**config.mk**
```make
export PLATFORM = sky130hd
export DESIGN_NAME = rgb565_pair_to_ycbycr
export DESIGN_NICKNAME = d
export VERILOG_FILES = /design/src/rtl/rgbycc_pkg.sv /design/src/rtl/rgbycc_luma.sv /design/src/rtl/rgbycc_chroma.sv /design/src/rtl/rgb565_pair_to_ycbycr.sv
export SDC_FILE = /design/constraint.sdc
export NUM_CORES = 2
export LEC_CHECK = 0
export ABC_AREA = 1
export BUFFER_PORTS_ARGS = -buffer_cell sky130_fd_sc_hd__buf_2
export CORE_MARGIN = 2
export CORE_UTILIZATION = 60
export CTS_BUF_LIST = sky130_fd_sc_hd__clkbuf_4 sky130_fd_sc_hd__clkbuf_8 sky130_fd_sc_hd__clkbuf_16
export CTS_CLUSTER_DIAMETER = 150
export DETAILED_ROUTE_END_ITERATION = 6
export GPL_ROUTABILITY_DRIVEN = 1
export PLACE_DENSITY = 0.81
export SETUP_SLACK_MARGIN = 0.1
export SLEW_MARGIN = 20
export SYNTH_ARGS = -nofsm -noshare
export SYNTH_HDL_FRONTEND = slang
export SYNTH_SLANG_ARGS = --single-unit
```
**constraint.sdc**
```tcl
create_clock -name clock -period 10.2 [get_ports clock]
set_input_delay 3.06 -clock clock [delete_from_list [all_inputs] [get_ports clock]]
set_output_delay 3.06 -clock clock [all_outputs]
set_load 0.05 [all_outputs]
```
**src/rtl/rgbycc_pkg.sv**
```systemverilog
package rgbycc_pkg;

   typedef struct packed {
      logic [7:0] r;
      logic [7:0] g;
      logic [7:0] b;
   } rgb8_type;

   // luma weights
   localparam logic [15:0] Y_R = 16'd19595;
   localparam logic [15:0] Y_G = 16'd38469;
   localparam logic [15:0] Y_B = 16'd7471;

   // chroma weight magnitudes, signs applied in the sum
   localparam logic [15:0] CB_R = 16'd11075;
   localparam logic [15:0] CB_G = 16'd21692;
   localparam logic [15:0] CR_G = 16'd27459;
   localparam logic [15:0] CR_B = 16'd5308;
   localparam int          HALF_SHIFT = 15;

   localparam logic [8:0]  LUMA_OFFSET   = 9'd16;
   localparam logic [8:0]  LUMA_MAX      = 9'd235;
   localparam logic [7:0]  CHROMA_OFFSET = 8'd128;
   localparam logic [7:0]  CHROMA_MIN    = 8'd16;
   localparam logic [7:0]  CHROMA_MAX    = 8'd240;

   localparam logic [31:0] BLACK_PAIR_WORD = 32'h0080_0080;

   // rgb565 to 8 bits per channel by replicating the top bits
   function automatic rgb8_type widen565(input logic [15:0] px);
      rgb8_type c;
      c.r = {px[15:11], px[15:13]};
      c.g = {px[10:5], px[10:9]};
      c.b = {px[4:0], px[4:2]};
      return c;
   endfunction

endpackage

```
**src/rtl/rgbycc_luma.sv**
```systemverilog
module rgbycc_luma (
   input  logic        clock,
   input  logic        load,
   input  logic [15:0] pixel,
   output logic [7:0]  luma
);

   rgbycc_pkg::rgb8_type c;
   logic [23:0] pr_in, pg_in, pb_in;
   logic [23:0] pr_ff, pg_ff, pb_ff;
   logic [23:0] sum;
   logic [8:0]  y_raw;

   assign c     = rgbycc_pkg::widen565(pixel);
   assign pr_in = 24'(c.r) * 24'(rgbycc_pkg::Y_R);
   assign pg_in = 24'(c.g) * 24'(rgbycc_pkg::Y_G);
   assign pb_in = 24'(c.b) * 24'(rgbycc_pkg::Y_B);

   always_ff @(posedge clock) begin
      if (load) begin
         pr_ff <= pr_in;
         pg_ff <= pg_in;
         pb_ff <= pb_in;
      end
   end

   // sum stays below 2^24, lower bound of 16 holds by construction
   assign sum   = pr_ff + pg_ff + pb_ff;
   assign y_raw = {1'b0, sum[23:16]} + rgbycc_pkg::LUMA_OFFSET;
   assign luma  = (y_raw > rgbycc_pkg::LUMA_MAX) ? rgbycc_pkg::LUMA_MAX[7:0] : y_raw[7:0];

endmodule

```
**src/rtl/rgbycc_chroma.sv**
```systemverilog
module rgbycc_chroma (
   input  logic        clock,
   input  logic        load,
   input  logic [15:0] first_pixel,
   input  logic [15:0] second_pixel,
   output logic [7:0]  cb,
   output logic [7:0]  cr
);

   rgbycc_pkg::rgb8_type c1, c2;
   logic [8:0]  sum_r, sum_g, sum_b;
   logic [7:0]  avg_r, avg_g, avg_b;
   logic [23:0] cb_r_in, cb_g_in, cb_b_in, cr_r_in, cr_g_in, cr_b_in;
   logic [23:0] cb_r_ff, cb_g_ff, cb_b_ff, cr_r_ff, cr_g_ff, cr_b_ff;
   logic [24:0] cb_sum, cr_sum;
   logic [7:0]  cb_raw, cr_raw;

   assign c1    = rgbycc_pkg::widen565(first_pixel);
   assign c2    = rgbycc_pkg::widen565(second_pixel);
   assign sum_r = {1'b0, c1.r} + {1'b0, c2.r};
   assign sum_g = {1'b0, c1.g} + {1'b0, c2.g};
   assign sum_b = {1'b0, c1.b} + {1'b0, c2.b};
   assign avg_r = sum_r[8:1];
   assign avg_g = sum_g[8:1];
   assign avg_b = sum_b[8:1];

   assign cb_r_in = 24'(avg_r) * 24'(rgbycc_pkg::CB_R);
   assign cb_g_in = 24'(avg_g) * 24'(rgbycc_pkg::CB_G);
   assign cb_b_in = 24'(avg_b) << rgbycc_pkg::HALF_SHIFT;
   assign cr_r_in = 24'(avg_r) << rgbycc_pkg::HALF_SHIFT;
   assign cr_g_in = 24'(avg_g) * 24'(rgbycc_pkg::CR_G);
   assign cr_b_in = 24'(avg_b) * 24'(rgbycc_pkg::CR_B);

   always_ff @(posedge clock) begin
      if (load) begin
         cb_r_ff <= cb_r_in;
         cb_g_ff <= cb_g_in;
         cb_b_ff <= cb_b_in;
         cr_r_ff <= cr_r_in;
         cr_g_ff <= cr_g_in;
         cr_b_ff <= cr_b_in;
      end
   end

   // two's complement sums, bits 23:16 give the floored quotient in -128..127
   assign cb_sum = {1'b0, cb_b_ff} - {1'b0, cb_r_ff} - {1'b0, cb_g_ff};
   assign cr_sum = {1'b0, cr_r_ff} - {1'b0, cr_g_ff} - {1'b0, cr_b_ff};
   assign cb_raw = cb_sum[23:16] + rgbycc_pkg::CHROMA_OFFSET;
   assign cr_raw = cr_sum[23:16] + rgbycc_pkg::CHROMA_OFFSET;

   always_comb begin
      if (cb_raw < rgbycc_pkg::CHROMA_MIN) begin
         cb = rgbycc_pkg::CHROMA_MIN;
      end else if (cb_raw > rgbycc_pkg::CHROMA_MAX) begin
         cb = rgbycc_pkg::CHROMA_MAX;
      end else begin
         cb = cb_raw;
      end
      if (cr_raw < rgbycc_pkg::CHROMA_MIN) begin
         cr = rgbycc_pkg::CHROMA_MIN;
      end else if (cr_raw > rgbycc_pkg::CHROMA_MAX) begin
         cr = rgbycc_pkg::CHROMA_MAX;
      end else begin
         cr = cr_raw;
      end
   end

endmodule

```
**src/rtl/rgb565_pair_to_ycbycr.sv**
```systemverilog
// channel   | direction | ports
// ----------+-----------+---------------------------------------------
// request   | in        | req_valid, req_stall, req_first_pixel, req_second_pixel
// response  | out       | rsp_valid, rsp_stall, rsp_ycbycr_word
//
// two pipeline stages: products, then sum, clamp and pack; one item per cycle unless rsp_stall holds the output
// rsp_valid rises when the accepted item moves from the product stage into the output register
// reset clears the stage valid flags only
// a stalled response holds the output register; the product stage keeps
// accepting until it is full, so req_stall follows rsp_stall combinationally
module rgb565_pair_to_ycbycr (
   input  logic        clock,
   input  logic        reset,
   input  logic        req_valid,
   output logic        req_stall,
   input  logic [15:0] req_first_pixel,
   input  logic [15:0] req_second_pixel,
   output logic        rsp_valid,
   input  logic        rsp_stall,
   output logic [31:0] rsp_ycbycr_word
);

   logic        s1_load, s2_load;
   logic        s1_valid_ff, s1_valid_in;
   logic        zero_ff;
   logic        rsp_valid_ff, rsp_valid_in;
   logic [31:0] word_ff, word_in;
   logic [7:0]  y1, y2, cb, cr;

   assign s2_load   = !rsp_valid_ff || !rsp_stall;
   assign s1_load   = !s1_valid_ff || s2_load;
   assign req_stall = !s1_load;

   rgbycc_luma u_luma_first (
      .clock (clock),
      .load  (s1_load),
      .pixel (req_first_pixel),
      .luma  (y1)
   );

   rgbycc_luma u_luma_second (
      .clock (clock),
      .load  (s1_load),
      .pixel (req_second_pixel),
      .luma  (y2)
   );

   rgbycc_chroma u_chroma (
      .clock        (clock),
      .load         (s1_load),
      .first_pixel  (req_first_pixel),
      .second_pixel (req_second_pixel),
      .cb           (cb),
      .cr           (cr)
   );

   assign s1_valid_in  = s1_load ? req_valid : s1_valid_ff;
   assign rsp_valid_in = s2_load ? s1_valid_ff : rsp_valid_ff;
   // black pair bypasses the conversion
   assign word_in      = zero_ff ? rgbycc_pkg::BLACK_PAIR_WORD : {y1, cb, y2, cr};

   always_ff @(posedge clock) begin
      if (reset) begin
         s1_valid_ff  <= 1'b0;
         rsp_valid_ff <= 1'b0;
      end else begin
         s1_valid_ff  <= s1_valid_in;
         rsp_valid_ff <= rsp_valid_in;
      end
   end

   always_ff @(posedge clock) begin
      if (s1_load) begin
         zero_ff <= ((req_first_pixel | req_second_pixel) == 16'd0);
      end
      if (s2_load && s1_valid_ff) begin
         word_ff <= word_in;
      end
   end

   assign rsp_valid       = rsp_valid_ff;
   assign rsp_ycbycr_word = word_ff;

   a_stall_only_when_full : assert property (@(posedge clock) disable iff (reset)
      req_stall |-> s1_valid_ff)
      else $error("request stalled with empty product stage");

   a_accept_fills_s1 : assert property (@(posedge clock) disable iff (reset)
      (req_valid && !req_stall) |=> s1_valid_ff)
      else $error("accepted item lost in product stage");

   a_s1_moves_on : assert property (@(posedge clock) disable iff (reset)
      (s1_valid_ff && s2_load) |=> rsp_valid_ff)
      else $error("item lost between stages");

   a_luma_range : assert property (@(posedge clock) disable iff (reset)
      (rsp_valid_ff && (word_ff != rgbycc_pkg::BLACK_PAIR_WORD)) |->
      (word_ff[31:24] >= 8'd16 && word_ff[31:24] <= 8'd235 &&
       word_ff[15:8] >= 8'd16 && word_ff[15:8] <= 8'd235))
      else $error("luma out of range");

   a_chroma_range : assert property (@(posedge clock) disable iff (reset)
      rsp_valid_ff |->
      (word_ff[23:16] >= 8'd16 && word_ff[23:16] <= 8'd240 &&
       word_ff[7:0] >= 8'd16 && word_ff[7:0] <= 8'd240))
      else $error("chroma out of range");

endmodule
```
==> qor.txt <==
cells after synthesis - 3833
area of the core - 56390 sq um
CTS tree - built
status - complete, no violations
Post-synth top flop - edfxtp_1
CTS Hold Bufs - 0
WHS Path Cells - 2
Final #Nets - 4941
worst skew pair latency - 550 ps
syn nets - 4833
Mean Syn Cell Area - 8.935 sq um
critical path type - in2reg
HPWL after detailed placement - 66940 um
root buffer selected by CTS - clkbuf_16
layout cell share with drive strength beyond 1 - 4.642%
#FFs+latches synth - 268
fin crit period - 8829 ps
commonest cells after routing, fill and taps aside - inv_1, ha_1, nand2_1
first-pass GRT wire length - 129600 um
chip width - 242.9 um
HP Class - reg2reg
Ys Warns - 0
area grow syn2layout - 6.986%
most common cell after layout, fill and taps aside - inv_1
total track usage - 27.47%
Bufs on Longest Clock Path - 3
wire length per cell - 16.91 um
PortBufs - 69
WP data arrival - 9120 ps
Initial Utilization - 60.74%
GR Overflow Total - 0
critical path fanouts, max - 15
fraction of registers with async set/reset - 0%
cell area after synthesis - 34250 sq um
setup violators final - 0
actual slew at the worst max-slew pin - 1078 ps
drt drc - 0
Slew HR - 27.86%
vias per cell - 5.438
1st-iter DRT viols - 1657
Post-synth EDFFs - 266
Register-to-Register Path Depth - 17
sequential share of the synthesized area - 23.44%
Detailed Route WL - 79850 um
via count - 25680
fin crit share - 86.56%
Setup Buffers After CTS - 0
setup TNS - 0 ps
synth unique cells - 52
Worst Setup End Kind - flip-flop
required time of the critical path - 10490 ps
post-cts sizing count - 0
# H-tree levels - 2
vias in the first global route - 25800
die area - 59010 sq um
Max Transition Viols Final - 0
RSZ-0062 raised after global routing - false
DRT Pass-1 Iters - 6
GRT met1 Usage - 35.52%
largest net degree at the start of global routing - 87
GRT busiest layer - met2
GRT met3 Usage - 4.036%
antenna violations before repair - 6
clk slew on worst S/H paths - 60 ps
GP Congestion - 0.9794
DIE HEIGHT - 242.9 um
final hold vios - 0
clk sinks - 268
TritonCTS buffer count - 34
post-route ant nets - 0
Max-Cap Viols - 0
Fmax - 113.3 MHz
number of I/O pins - 70
Max Clock Skew - 19.47 ps
Worst Setup Start Kind - primary input
met2 usage - 47.02%
row cnt - 87
per-layer routing:
layer / share of wire (%) / wire length, um
met3: 5.4 / 4335
met5: 0.065 / 52
met1: 43 / 34620
met4: 3.5 / 2810
met2: 48 / 38030
critical path, cell delays in order:
cell and delay, ps:
buf_2 310, inv_1 110, ha_1 420, nand2_1 80
inv_1 70, nor2_1 40, o21bai_1 200, a21oi_1 100
o21ai_0 280, nand3_1 110, nand2_1 320, inv_1 170
fa_1 630, fa_1 480, fa_1 520, fa_1 540
inv_1 40, ha_1 340, nand2_1 60, o21ai_0 300
a31oi_1 200, o21ai_0 310, inv_1 90, nor3_1 140
nor2_1 70, xor2_1 140
cell usage after synthesis (all sizes together), types with 4 or more instances:
master  count  share of area [%]
a31oi      14               0.26
a21oi     251                3.7
a21boi     10               0.23
o31ai      11               0.24
nand3     129                1.9
nand4      38               0.69
fa        251                 15
xor2      162                4.2
or2         5              0.091
ha        713                 26
nand3b      5               0.11
inv       814                8.9
nor2      214                2.4
a21o       14               0.31
nor3b       6               0.15
nor4        6               0.13
xnor2      64                1.6
a31o        4               0.10
o21ai     117                1.8
o21bai     27               0.61
nand2     643                7.2
nor3       36               0.61
edfxtp    266                 23
o211ai     10               0.22
final timing paths:
kind | start | endpoint | slack [ps]
worst max-delay path | req_second_pixel[4] | u_chroma.cr_b_ff[18] | 1370
worst min-delay path | rsp_valid | rsp_valid | 530
worst max register to register | u_luma_second.pb_ff[17] | rsp_ycbycr_word[11] | 6850
worst min register to register | rsp_valid | rsp_valid | 530
stage by stage:
| step | area, sq um | hold slack (ps) | utilization [%] | worst slack (ps) | cells |
|---|---|---|---|---|---|
| final | 36640 | 531.3 | 64.98 | 1371 | 4722 |
| after global routing | 36640 | 574.2 | 64.97 | 962.6 | 4721 |
| after CTS | 36630 | 532.6 | 64.97 | 1460 | 4720 |
| after detailed placement | 35590 | 524.3 | 63.11 | 893.0 | 4661 |
| after global placement | 35590 | 521.4 | 63.11 | 1015 | 4661 |
| after floorplan | 34250 | 450.0 | - | 1675 | 3833 |
kinds of logic (layout without fill, tap and decap cells):
logic type      after synthesis  in the layout  share of synthesized area (%)
other cells                   0              2                              0
buf+inv                     818            949                          8.991
fa+ha+maj                   964            964                          40.72
compound gates              468            468                          7.628
flops                       268            268                          23.44
simple gates               1089           1089                          13.42
xor+xnor                    226            226                          5.802
cell type report:
cell class | instances | area [sq um]
diodes | 2 | 5.005
clock buffers | 37 | 890.9
clock inverters | 22 | 157.7
fillers | 4676 | 19750
inverters | 814 | 3063
multi-input cells | 2747 | 23150
flip-flops and latches | 268 | 8028
well taps | 756 | 945.9
repair buffers | 76 | 397.9
flip-flops by register name, summed over array words and instances (netlist names):
| signal | count |
|---|---|
| rsp_valid | 1 |
| rsp_ycbycr_word | 32 |
| s1_valid_ff | 1 |
| u_chroma.cb_b_ff | 8 |
| u_chroma.cb_g_ff | 21 |
| u_chroma.cb_r_ff | 22 |
| u_chroma.cr_b_ff | 18 |
| u_chroma.cr_g_ff | 21 |
| u_chroma.cr_r_ff | 7 |
| u_luma_first.pb_ff | 21 |
| u_luma_first.pg_ff | 24 |
| u_luma_first.pr_ff | 23 |
| u_luma_second.pb_ff | 21 |
| u_luma_second.pg_ff | 24 |
| u_luma_second.pr_ff | 23 |
| zero_ff | 1 |
Power is left out: the tool's default activity adds up to more than one toggle a clock period on the data nets, which glitch-free logic cannot reach.
